<file path="config.mk">
export PLATFORM = sky130hd
export DESIGN_NAME = can_id_sequence_reassembler
export DESIGN_NICKNAME = d
export VERILOG_FILES = /design/src/hdl/cidr_pkg.sv /design/src/hdl/cidr_fifo.sv /design/src/hdl/cidr_front.sv /design/src/hdl/cidr_back.sv /design/src/hdl/can_id_sequence_reassembler.sv
export SDC_FILE = /design/constraint.sdc
export NUM_CORES = 2
export LEC_CHECK = 0
export BUFFER_PORTS_ARGS = -buffer_cell sky130_fd_sc_hd__buf_4
export CORE_UTILIZATION = 63
export DETAILED_ROUTE_END_ITERATION = 10
export PLACE_DENSITY = 0.8
export RECOVER_POWER = 50
export SYNTH_ARGS = -nofsm -noshare
export SYNTH_HDL_FRONTEND = slang
export SYNTH_HIERARCHICAL = 1
export SYNTH_SLANG_ARGS = --single-unit
</file>
<file path="constraint.sdc">
create_clock -name clock -period 16.28 [get_ports clock]
set_input_delay 0 -clock clock [delete_from_list [all_inputs] [get_ports clock]]
set_output_delay 0 -clock clock [all_outputs]
set_load 0.03 [all_outputs]
</file>
<file path="src/hdl/cidr_pkg.sv">
package cidr_pkg;

   localparam int BEAT_BYTES          = 8;
   localparam int DEF_MAX_FRAME_BYTES = 256;
   localparam int FILL_W_MAX          = 13;
   localparam int FRAME_LEN_W         = 9;
   localparam int CMD_DEPTH           = 4;
   localparam int OUT_DEPTH           = 4;
   localparam int OUT_CNT_W           = $clog2(OUT_DEPTH + 1);

   typedef enum logic [1:0] {
      CSR_BASE_ID   = 2'd0,
      CSR_FD_MODE   = 2'd1,
      CSR_FRAME_LEN = 2'd2
   } csr_index_type;

   typedef struct packed {
      logic [28:0]            base_id;
      logic                   fd_mode;
      logic [FRAME_LEN_W-1:0] frame_len;
   } cfg_type;

   typedef struct packed {
      logic [28:0] can_id;
      logic [6:0]  pkt_len;
      logic [63:0] beat_data;
      logic        beat_last;
   } req_item_type;

   typedef struct packed {
      logic [63:0] frame_word;
      logic        word_last;
      logic [31:0] lost_count;
   } rsp_item_type;

   // Work for the back end: store a run of bytes, then optionally emit the frame.
   typedef struct packed {
      logic                  wr;
      logic                  emit;
      logic [3:0]            nbytes;
      logic [FILL_W_MAX-1:0] offset;
      logic [FILL_W_MAX-1:0] frame_bytes;
      logic [63:0]           data;
      logic [31:0]           lost;
   } cmd_type;

   typedef enum logic {
      BACK_IDLE = 1'b0,
      BACK_EMIT = 1'b1
   } back_state_type;

endpackage

</file>
<file path="src/hdl/cidr_fifo.sv">
module cidr_fifo
   import cidr_pkg::*;
#(
   parameter int WIDTH = 8,
   parameter int DEPTH = 4
) (
   input  logic                       clock,
   input  logic                       reset,
   input  logic                       push,
   input  logic [WIDTH-1:0]           push_data,
   input  logic                       pop,
   output logic [WIDTH-1:0]           pop_data,
   output logic                       empty,
   output logic                       full,
   output logic [$clog2(DEPTH+1)-1:0] count
);

   localparam int PTR_W = (DEPTH > 1) ? $clog2(DEPTH) : 1;
   localparam int CNT_W = $clog2(DEPTH + 1);

   logic [WIDTH-1:0] mem [DEPTH];
   logic [PTR_W-1:0] wr_ptr_ff, wr_ptr_in;
   logic [PTR_W-1:0] rd_ptr_ff, rd_ptr_in;
   logic [CNT_W-1:0] count_ff, count_in;
   logic             do_push, do_pop;

   assign empty    = (count_ff == '0);
   assign full     = (count_ff == CNT_W'(DEPTH));
   assign count    = count_ff;
   assign pop_data = mem[rd_ptr_ff];
   assign do_push  = push && !full;
   assign do_pop   = pop && !empty;

   always_comb begin
      wr_ptr_in = wr_ptr_ff;
      rd_ptr_in = rd_ptr_ff;
      count_in  = count_ff;
      if (do_push) begin
         wr_ptr_in = (wr_ptr_ff == PTR_W'(DEPTH - 1)) ? '0 : wr_ptr_ff + PTR_W'(1);
      end
      if (do_pop) begin
         rd_ptr_in = (rd_ptr_ff == PTR_W'(DEPTH - 1)) ? '0 : rd_ptr_ff + PTR_W'(1);
      end
      if (do_push && !do_pop) begin
         count_in = count_ff + CNT_W'(1);
      end else if (do_pop && !do_push) begin
         count_in = count_ff - CNT_W'(1);
      end
   end

   always_ff @(posedge clock) begin
      if (reset) begin
         wr_ptr_ff <= '0;
         rd_ptr_ff <= '0;
         count_ff  <= '0;
      end else begin
         wr_ptr_ff <= wr_ptr_in;
         rd_ptr_ff <= rd_ptr_in;
         count_ff  <= count_in;
      end
   end

   always_ff @(posedge clock) begin
      if (do_push) begin
         mem[wr_ptr_ff] <= push_data;
      end
   end

endmodule

</file>
<file path="src/hdl/cidr_front.sv">
module cidr_front
   import cidr_pkg::*;
#(
   parameter int MAX_FRAME_BYTES = DEF_MAX_FRAME_BYTES
) (
   input  logic         clock,
   input  logic         reset,
   input  cfg_type      cfg,
   input  logic         push,
   input  req_item_type req_data,
   input  logic         cmd_full,
   output logic         full,
   output logic         cmd_push,
   output cmd_type      cmd_data
);

   localparam int FILL_W = $clog2(MAX_FRAME_BYTES + 1);
   localparam int CMP_W  = (FILL_W > FRAME_LEN_W) ? FILL_W : FRAME_LEN_W;
   localparam logic [CMP_W-1:0] MAX_CMP = CMP_W'(MAX_FRAME_BYTES);
   localparam logic [6:0] POS_STEP      = 7'd8;
   localparam logic [6:0] POS_SAT       = 7'd120;
   localparam logic [6:0] CLASSIC_LIMIT = 7'd8;
   localparam logic [6:0] FD_LIMIT      = 7'd64;

   logic [6:0]        pos_ff, pos_in;
   logic              skip_ff, skip_in;
   logic [FILL_W-1:0] fill_ff, fill_in;
   logic [5:0]        exp_ff, exp_in;
   logic [31:0]       lost_ff, lost_in;

   logic              accept, first, len_bad, seq_match;
   logic [28:0]       seq;
   logic [CMP_W-1:0]  len_x, n_x;
   logic [FILL_W-1:0] n, fill_a, fill_b, room_w;
   logic [5:0]        exp_a;
   logic              skip_a;
   logic [1:0]        lost_inc;
   logic [31:0]       lost_a;
   logic [6:0]        avail_w;
   logic [3:0]        avail8, room8, nbytes;
   logic              emit;

   assign full   = cmd_full;
   assign accept = push && !cmd_full;

   always_comb begin
      // clamp the frame length to 1..MAX_FRAME_BYTES
      len_x = CMP_W'(cfg.frame_len);
      if (len_x == '0) begin
         n_x = CMP_W'(1);
      end else if (len_x > MAX_CMP) begin
         n_x = MAX_CMP;
      end else begin
         n_x = len_x;
      end
      n = n_x[FILL_W-1:0];

      first     = (pos_ff == '0);
      len_bad   = (req_data.pkt_len == '0) ||
                  (req_data.pkt_len > (cfg.fd_mode ? FD_LIMIT : CLASSIC_LIMIT));
      seq       = req_data.can_id - cfg.base_id;
      seq_match = (seq == 29'(exp_ff));

      fill_a   = fill_ff;
      exp_a    = exp_ff;
      skip_a   = skip_ff;
      lost_inc = 2'd0;
      if (first) begin
         skip_a = 1'b0;
         if (len_bad) begin
            skip_a = 1'b1;
         end else if (!seq_match) begin
            // drop the partial frame; a packet that is not a frame start is lost too
            if (fill_ff != '0) begin
               lost_inc = lost_inc + 2'd1;
            end
            fill_a = '0;
            exp_a  = '0;
            if (seq != '0) begin
               lost_inc = lost_inc + 2'd1;
               skip_a   = 1'b1;
            end
         end
      end
      lost_a = lost_ff + 32'(lost_inc);

      avail_w = (req_data.pkt_len > pos_ff) ? req_data.pkt_len - pos_ff : '0;
      avail8  = (avail_w > 7'd8) ? 4'd8 : avail_w[3:0];
      room_w  = (n > fill_a) ? n - fill_a : '0;
      room8   = (room_w > FILL_W'(8)) ? 4'd8 : room_w[3:0];
      nbytes  = skip_a ? 4'd0 : ((avail8 < room8) ? avail8 : room8);
      fill_b  = fill_a + FILL_W'(nbytes);
      emit    = req_data.beat_last && !skip_a && (fill_b >= n);

      fill_in = emit ? '0 : fill_b;
      exp_in  = exp_a;
      if (req_data.beat_last && !skip_a) begin
         exp_in = emit ? '0 : exp_a + 6'd1;
      end
      skip_in = req_data.beat_last ? 1'b0 : skip_a;
      if (req_data.beat_last) begin
         pos_in = '0;
      end else begin
         pos_in = (pos_ff <= POS_SAT - POS_STEP) ? pos_ff + POS_STEP : POS_SAT;
      end
      lost_in = lost_a;
   end

   always_ff @(posedge clock) begin
      if (reset) begin
         pos_ff  <= '0;
         skip_ff <= 1'b0;
         fill_ff <= '0;
         exp_ff  <= '0;
         lost_ff <= '0;
      end else if (accept) begin
         pos_ff  <= pos_in;
         skip_ff <= skip_in;
         fill_ff <= fill_in;
         exp_ff  <= exp_in;
         lost_ff <= lost_in;
      end
   end

   always_comb begin
      cmd_data.wr          = (nbytes != '0);
      cmd_data.emit        = emit;
      cmd_data.nbytes      = nbytes;
      cmd_data.offset      = FILL_W_MAX'(fill_a);
      cmd_data.frame_bytes = FILL_W_MAX'(n);
      cmd_data.data        = req_data.beat_data;
      cmd_data.lost        = lost_a;
      cmd_push             = accept && (cmd_data.wr || emit);
   end

endmodule

</file>
<file path="src/hdl/cidr_back.sv">
module cidr_back
   import cidr_pkg::*;
#(
   parameter int MAX_FRAME_BYTES = DEF_MAX_FRAME_BYTES
) (
   input  logic                 clock,
   input  logic                 reset,
   input  logic                 cmd_empty,
   input  cmd_type              cmd_data,
   output logic                 cmd_pop,
   input  logic [OUT_CNT_W-1:0] out_count,
   output logic                 out_push,
   output rsp_item_type         out_data
);

   localparam int FILL_W = $clog2(MAX_FRAME_BYTES + 1);
   localparam int ROWS   = (MAX_FRAME_BYTES + BEAT_BYTES - 1) / BEAT_BYTES;
   localparam int ROW_W  = (ROWS > 1) ? $clog2(ROWS) : 1;
   localparam int WORD_W = $clog2(ROWS + 1);

   back_state_type     state_ff, state_in;
   logic [ROW_W-1:0]   word_ff;
   logic [WORD_W-1:0]  words_ff;
   logic [FILL_W-1:0]  n_ff;
   logic [31:0]        lost_ff;
   logic               rd_valid_ff;
   logic               rd_last_ff;
   logic [7:0]         rd_mask_ff;
   logic [31:0]        rd_lost_ff;

   logic               wr_en, issue, credit_ok, word_last;
   logic [FILL_W-1:0]  cmd_n;
   logic [FILL_W:0]    words_x, rem;
   logic [7:0]         mask;
   logic [63:0]        rd_word;

   assign credit_ok = ({1'b0, out_count} + (OUT_CNT_W + 1)'(rd_valid_ff))
                      < (OUT_CNT_W + 1)'(OUT_DEPTH);
   assign word_last = ((WORD_W'(word_ff) + WORD_W'(1)) == words_ff);
   assign cmd_n     = cmd_data.frame_bytes[FILL_W-1:0];
   assign words_x   = ((FILL_W + 1)'(cmd_n) + (FILL_W + 1)'(BEAT_BYTES - 1)) >> 3;
   assign rem       = (FILL_W + 1)'(n_ff) - (FILL_W + 1)'({word_ff, 3'b000});

   always_comb begin
      for (int i = 0; i < BEAT_BYTES; i++) begin
         mask[i] = (rem > (FILL_W + 1)'(i));
      end
   end

   // next state
   always_comb begin
      state_in = state_ff;
      case (state_ff)
         BACK_IDLE: begin
            if (!cmd_empty && cmd_data.emit) begin
               state_in = BACK_EMIT;
            end
         end
         BACK_EMIT: begin
            if (credit_ok && word_last) begin
               state_in = BACK_IDLE;
            end
         end
         default: state_in = BACK_IDLE;
      endcase
   end

   // outputs
   always_comb begin
      cmd_pop = 1'b0;
      issue   = 1'b0;
      case (state_ff)
         BACK_IDLE: cmd_pop = !cmd_empty;
         BACK_EMIT: issue   = credit_ok;
         default: begin
            cmd_pop = 1'b0;
            issue   = 1'b0;
         end
      endcase
      wr_en = cmd_pop && cmd_data.wr;
   end

   always_ff @(posedge clock) begin
      if (reset) begin
         state_ff    <= BACK_IDLE;
         rd_valid_ff <= 1'b0;
      end else begin
         state_ff    <= state_in;
         rd_valid_ff <= issue;
      end
   end

   always_ff @(posedge clock) begin
      if (cmd_pop && cmd_data.emit) begin
         word_ff  <= '0;
         words_ff <= words_x[WORD_W-1:0];
         n_ff     <= cmd_n;
         lost_ff  <= cmd_data.lost;
      end else if (issue) begin
         word_ff <= word_ff + ROW_W'(1);
      end
      if (issue) begin
         rd_last_ff <= word_last;
         rd_mask_ff <= mask;
         rd_lost_ff <= lost_ff;
      end
   end

   // one byte-wide bank per lane; byte i of the frame lives in lane i%8, row i/8
   for (genvar L = 0; L < BEAT_BYTES; L++) begin : g_lane
      logic [7:0]      mem [ROWS];
      logic [7:0]      rd_byte_ff;
      logic [2:0]      src;
      logic [FILL_W:0] addr;
      logic            we;

      assign src  = 3'(L) - cmd_data.offset[2:0];
      assign addr = (FILL_W + 1)'(cmd_data.offset[FILL_W-1:0]) + (FILL_W + 1)'(src);
      assign we   = wr_en && ({1'b0, src} < cmd_data.nbytes);

      always_ff @(posedge clock) begin
         if (we) begin
            mem[addr[ROW_W+2:3]] <= cmd_data.data[8*src +: 8];
         end
         if (issue) begin
            rd_byte_ff <= mem[word_ff];
         end
      end

      assign rd_word[8*L +: 8] = rd_byte_ff & {8{rd_mask_ff[L]}};
   end

   assign out_push            = rd_valid_ff;
   assign out_data.frame_word = rd_word;
   assign out_data.word_last  = rd_last_ff;
   assign out_data.lost_count = rd_lost_ff;

endmodule

</file>
<file path="src/hdl/can_id_sequence_reassembler.sv">
// Flow: a beat is taken in a cycle where push is high and full low; the first word of a
// frame reaches rsp_data through the command queue, the frame writer's read register
// and the result queue, then one word a cycle while pop keeps up.
// Throughput: one beat per cycle until the 4-entry command queue fills; the frame
// writer drains one command a cycle, but pauses on each emit while it streams the frame out.
// Reset: synchronous, active high; clears queues, sequence tracking and the lost count.
module can_id_sequence_reassembler
   import cidr_pkg::*;
#(
   parameter int MAX_FRAME_BYTES = DEF_MAX_FRAME_BYTES
) (
   input  logic         clock,
   input  logic         reset,
   // beat input, queue style
   input  logic         push,
   output logic         full,
   input  req_item_type req_data,
   // frame words out, queue style
   output logic         empty,
   input  logic         pop,
   output rsp_item_type rsp_data,
   // register writes
   input  logic         csr_we,
   input  logic [1:0]   csr_index,
   input  logic [28:0]  csr_wdata
);

   // Configuration. The user must write it only while the block is idle; the block does not enforce this.
   logic [28:0]            base_id_ff;
   logic                   fd_mode_ff;
   logic [FRAME_LEN_W-1:0] frame_len_ff;
   cfg_type                cfg;

   always_ff @(posedge clock) begin
      if (reset) begin
         base_id_ff   <= '0;
         fd_mode_ff   <= 1'b0;
         frame_len_ff <= FRAME_LEN_W'(256);
      end else if (csr_we) begin
         case (csr_index)
            CSR_BASE_ID:   base_id_ff   <= csr_wdata;
            CSR_FD_MODE:   fd_mode_ff   <= csr_wdata[0];
            CSR_FRAME_LEN: frame_len_ff <= csr_wdata[FRAME_LEN_W-1:0];
            default:       ;
         endcase
      end
   end

   assign cfg.base_id   = base_id_ff;
   assign cfg.fd_mode   = fd_mode_ff;
   assign cfg.frame_len = frame_len_ff;

   // Front: check each packet's length and sequence, track the frame fill,
   // and turn every accepted beat into at most one store/emit command.
   logic    cmd_push, cmd_full, cmd_empty, cmd_pop;
   cmd_type cmd_in, cmd_out;
   logic [$clog2(CMD_DEPTH + 1)-1:0] cmd_count;

   cidr_front #(
      .MAX_FRAME_BYTES(MAX_FRAME_BYTES)
   ) u_front (
      .clock    (clock),
      .reset    (reset),
      .cfg      (cfg),
      .push     (push),
      .req_data (req_data),
      .cmd_full (cmd_full),
      .full     (full),
      .cmd_push (cmd_push),
      .cmd_data (cmd_in)
   );

   // Command queue: lets the front keep taking beats while a frame drains.
   cidr_fifo #(
      .WIDTH($bits(cmd_type)),
      .DEPTH(CMD_DEPTH)
   ) u_cmd_q (
      .clock     (clock),
      .reset     (reset),
      .push      (cmd_push),
      .push_data (cmd_in),
      .pop       (cmd_pop),
      .pop_data  (cmd_out),
      .empty     (cmd_empty),
      .full      (cmd_full),
      .count     (cmd_count)
   );

   // Back: hold the frame bytes in lane banks and stream a finished frame out.
   logic                 out_push, out_full;
   logic [OUT_CNT_W-1:0] out_count;
   rsp_item_type         out_item;

   cidr_back #(
      .MAX_FRAME_BYTES(MAX_FRAME_BYTES)
   ) u_back (
      .clock     (clock),
      .reset     (reset),
      .cmd_empty (cmd_empty),
      .cmd_data  (cmd_out),
      .cmd_pop   (cmd_pop),
      .out_count (out_count),
      .out_push  (out_push),
      .out_data  (out_item)
   );

   // Result queue: the back end reserves a slot before each read, so no push is lost.
   cidr_fifo #(
      .WIDTH($bits(rsp_item_type)),
      .DEPTH(OUT_DEPTH)
   ) u_out_q (
      .clock     (clock),
      .reset     (reset),
      .push      (out_push),
      .push_data (out_item),
      .pop       (pop),
      .pop_data  (rsp_data),
      .empty     (empty),
      .full      (out_full),
      .count     (out_count)
   );

   // A full result queue only stalls reads; the credit check already covers it.
   // The command queue's fill level is not needed either.
   logic out_unused;
   assign out_unused = out_full | (|cmd_count);

endmodule

</file>
==> summary.md <==
| Metric | Value |
|---|---|
| Met3 routed wirelength | `35,830 microns` |
| Share of power burned in registers | `between 40% and 50%` |
| Proportion of layout cells with a drive suffix above 1 | `between 20% and 30%` |
| Cell area after synthesis | `roughly 0.13 sq mm` |
| IO buf count | `~240` |
| Placement Rows | `approximately 170` |
| Net switching power figure | `slightly below 6 mW` |
| Starting density of the core | `63.41%` |
| Buffer and inverter count on the worst path | `5` |
| Slew at the pin closest to its max-slew limit | `7.823 ns` |
| Mean Syn Cell Area | `just under 20 sq um` |
| Average via count per standard cell | `between 6 and 7` |
| Synth Net Count | `between 6k and 7k` |
| Unrepaired setup endpoints after global routing | `false` |
| Number of buffers on the longest clock path | `4` |
| Result of the run | `finished with violations` |
| Worst Clk Skew | `around 0.082 ns` |
| CTS buffer count | `approximately 330` |
| Category of the critical setup timing path | `reg2reg` |
| Full die area | `just over 0.2 sq mm` |
| Cell count of the worst hold path | `5` |
| DR DRC count | `0` |
| Mean routed wirelength per cell | `around 33 microns` |
| Sink Count | `3,180` |
| Number of nets with antenna violations after routing | `0` |
| Detailed-routing iteration count for the pre-antenna-repair pass | `7` |
| Delay-heaviest family, CP | `compound AO/OA/AOI/OAI gates` |
| Switch share | `between 20% and 30%` |
| Critical Path Source | `base_id_ff[0]` |
| Source-to-sink clock delay at the later pin of the worst-skew pair | `roughly 0.95 ns` |
| Kind of launch point of the worst setup path | `register` |
| Min Clock Period, post-route | `between 10 and 15 ns` |
| Max-slew headroom at the worst pin | `-421.5%` |
| Vertical extent of the die | `~460 microns` |
| CTS Root Cell | `clkbuf_16` |
| Worst hold path class | `in2reg` |
| Final RePlAce weighted congestion | `between 0.8 and 0.9` |
| Maximum number of pins on one net before global-route repair | `133` |
| Global route total overflow | `0` |
| Post-synthesis instance total | `between 6k and 7k` |
| Final slew viol count | `between 1.5k and 2k` |
| Number of nets in the layout | `around 7.4k` |
| Number of non-filler instances in the completed layout | `10.13k` |
| Clock-pin slew on the worst setup and hold paths | `about 0.060 ns` |
| Top routing layer used | `met5` |
| Worst setup path end | `u_cmd_q/mem[0][21]` |
| Critical Path RT | `16.82 ns` |
| Number of logic stages on the critical path including buffering | `between 40 and 50` |
| Share of total power in combinational logic | `between 20% and 30%` |
| Sum of net half-perimeters after detailed placement | `193,000 microns` |
| Leakage component of the power | `between 40 and 50 nW` |
| Max Clk Rate | `around 70 MHz` |
| Crit end category | `register` |
| Starting DRC count in detailed routing | `between 9k and 10k` |
| Total negative setup slack | `0 ns` |
| Top-level I/O count | `between 200 and 250` |
| Cell internal power dissipation | `roughly 16 mW` |
| Flop-to-flop setup slack | `around 2 ns` |
| TritonCTS clock tree | `built` |
| Horiz. Die Dim | `about 460 microns` |
| Met2 wire length | `roughly 160,000 microns` |
| Worst r2r src | `base_id_ff[0]` |
| Power per cell area | `between 100 and 150 mW/mm^2` |
| Number of placed cells counting well taps | `between 9k and 10k` |
| Wire length of the first global-routing pass | `roughly 480,000 microns` |
| Synthesis-to-layout area growth | `12.16%` |
| Detailed-route wire length | `between 300,000 and 400,000 microns` |
| Antenna violations before repair | `29` |
| Final Hold Viols | `0` |
| Failing checks | `max-capacitance violations, max-slew violations` |
| R2R depth | `43` |
| Commonest cells after routing, fill and taps aside | `3,064 x edfxtp_1, 859 x mux4_2, 434 x nor2_1, 379 x nand2_1, 333 x clkbuf_16` |
| Capture point of the worst reg-to-reg path | `u_cmd_q/mem[0][21]` |
| Core outline area | `between 0.2 and 0.25 sq mm` |
| Most common cell after layout, fill and taps aside | `edfxtp_1` |
| Critical-path cell with the highest stage delay | `and3_4` |
| CP Data Arrival Time | `between 10 and 15 ns` |
| Vias in the first global route | `70.92k` |
| Critical path peak fanout | `60` |
| YS warnings | `6` |
| Tot GR Track Use | `about a third` |
| Critical path's largest stage delay | `0.94 ns` |
| Total number of vias | `around 70k` |
| VDD IR-drop max | `approximately 0.00013 V` |
| Share of the clock period used by the worst path | `approximately 88%` |
| Count of endpoints failing setup in the final report | `0` |
| Total setup buffers inserted after CTS | `0` |
| Worst Hold Slack | `between 0.06 and 0.07 ns` |
| Clock network power share | `between 30% and 40%` |
| Number of levels in the clock H-tree | `5` |
| Number of violations of the max-capacitance limit | `42` |
| Routed metal-1 wire length | `~120,000 microns` |
what timing repair did:
item                                   in CTS  in global routing
gates resized for setup                     0                  0
endpoints found under the hold margin     383                  0
hold buffers                              226                  0
per-layer routing:
| metal | GRT usage [%] | up-vias |
|---|---|---|
| met1 | 41.94 | 35780 |
| met5 | 0 | - |
| met4 | 15.97 | 16 |
| met2 | 51.93 | 4977 |
| met3 | 6.834 | 989 |
| li1 | - | 27890 |
stage by stage:
step / utilization (%) / setup WS, ns / power [mW] / instance area, sq um
3_3_place_gp: 65.30 / 3.492 / 14.05 / 133600
3_5_place_dp: 65.30 / 3.163 / 14.16 / 133600
5_1_grt: 71.10 / 1.140 / 22.04 / 145500
4_1_cts: 71.42 / 2.677 / 21.48 / 146100
6_report: 71.12 / 2.004 / 21.52 / 145500
2_1_floorplan: - / 3.704 / 12.71 / 129700
power groups by stage:
| stage | registers [mW] | logic, mW | clock network [mW] |
|---|---|---|---|
| 2_1_floorplan | 9.79 | 2.92 | 0 |
| 3_3_place_gp | 9.91 | 4.14 | 0 |
| 3_5_place_dp | 9.92 | 4.24 | 0 |
| 4_1_cts | 9.75 | 4.38 | 7.36 |
| 5_1_grt | 9.77 | 4.62 | 7.65 |
| 6_report | 9.76 | 4.46 | 7.30 |
tightest hold or removal path, delay by kind of cell:
family,cells,cell delay (ns)
AND/OR/NAND/NOR,1,0.04
AO/OA/AOI/OAI,2,0.18
buffers and inverters,2,0.72
worst min path at each step:
stage                                     to  slack, ns         start
after floorplan              u_back/state_ff       0.07         reset
after global placement    u_cmd_q/mem[2][38]       0.20   req_data[7]
after detailed placement  u_cmd_q/mem[2][62]       0.20  req_data[31]
after CTS                  u_front/pos_ff[3]      0.003   req_data[0]
after global routing       u_front/pos_ff[3]       0.06   req_data[0]
final                      u_front/pos_ff[3]       0.07   req_data[0]
area by class of cell:
| class | count | area [sq um] |
|---|---|---|
| Antenna cell | 22 | 55.05 |
| Clock buffer | 393 | 8598 |
| Clock inverter | 172 | 1650 |
| Fill cell | 11390 | 59080 |
| Inverter | 129 | 509.2 |
| Multi-Input combinational cell | 2986 | 32760 |
| Sequential cell | 3180 | 94340 |
| Tap cell | 2688 | 3363 |
| Timing Repair Buffer | 559 | 4219 |
state kept, by name, summed over array words and instances (netlist names), 3 cells and up, named ones only:
name and flops:
u_front/exp_ff 6, u_back/rd_mask_ff 8, u_front/fill_ff 9, u_back/word_ff 5
u_back/lost_ff 32, u_back/g_lane.mem 2048, u_back/rd_lost_ff 32, u_back/words_ff 6
u_out_q/count 3, u_cmd_q/count 3, u_front/pos_ff 4, frame_len_ff 9
u_back/n_ff 9, u_front/lost_ff 32, base_id_ff 29, u_out_q/mem 388
u_back/g_lane.rd_byte_ff 64, u_cmd_q/mem 476
No activity file was read; power rests on OpenSTA's default activity.
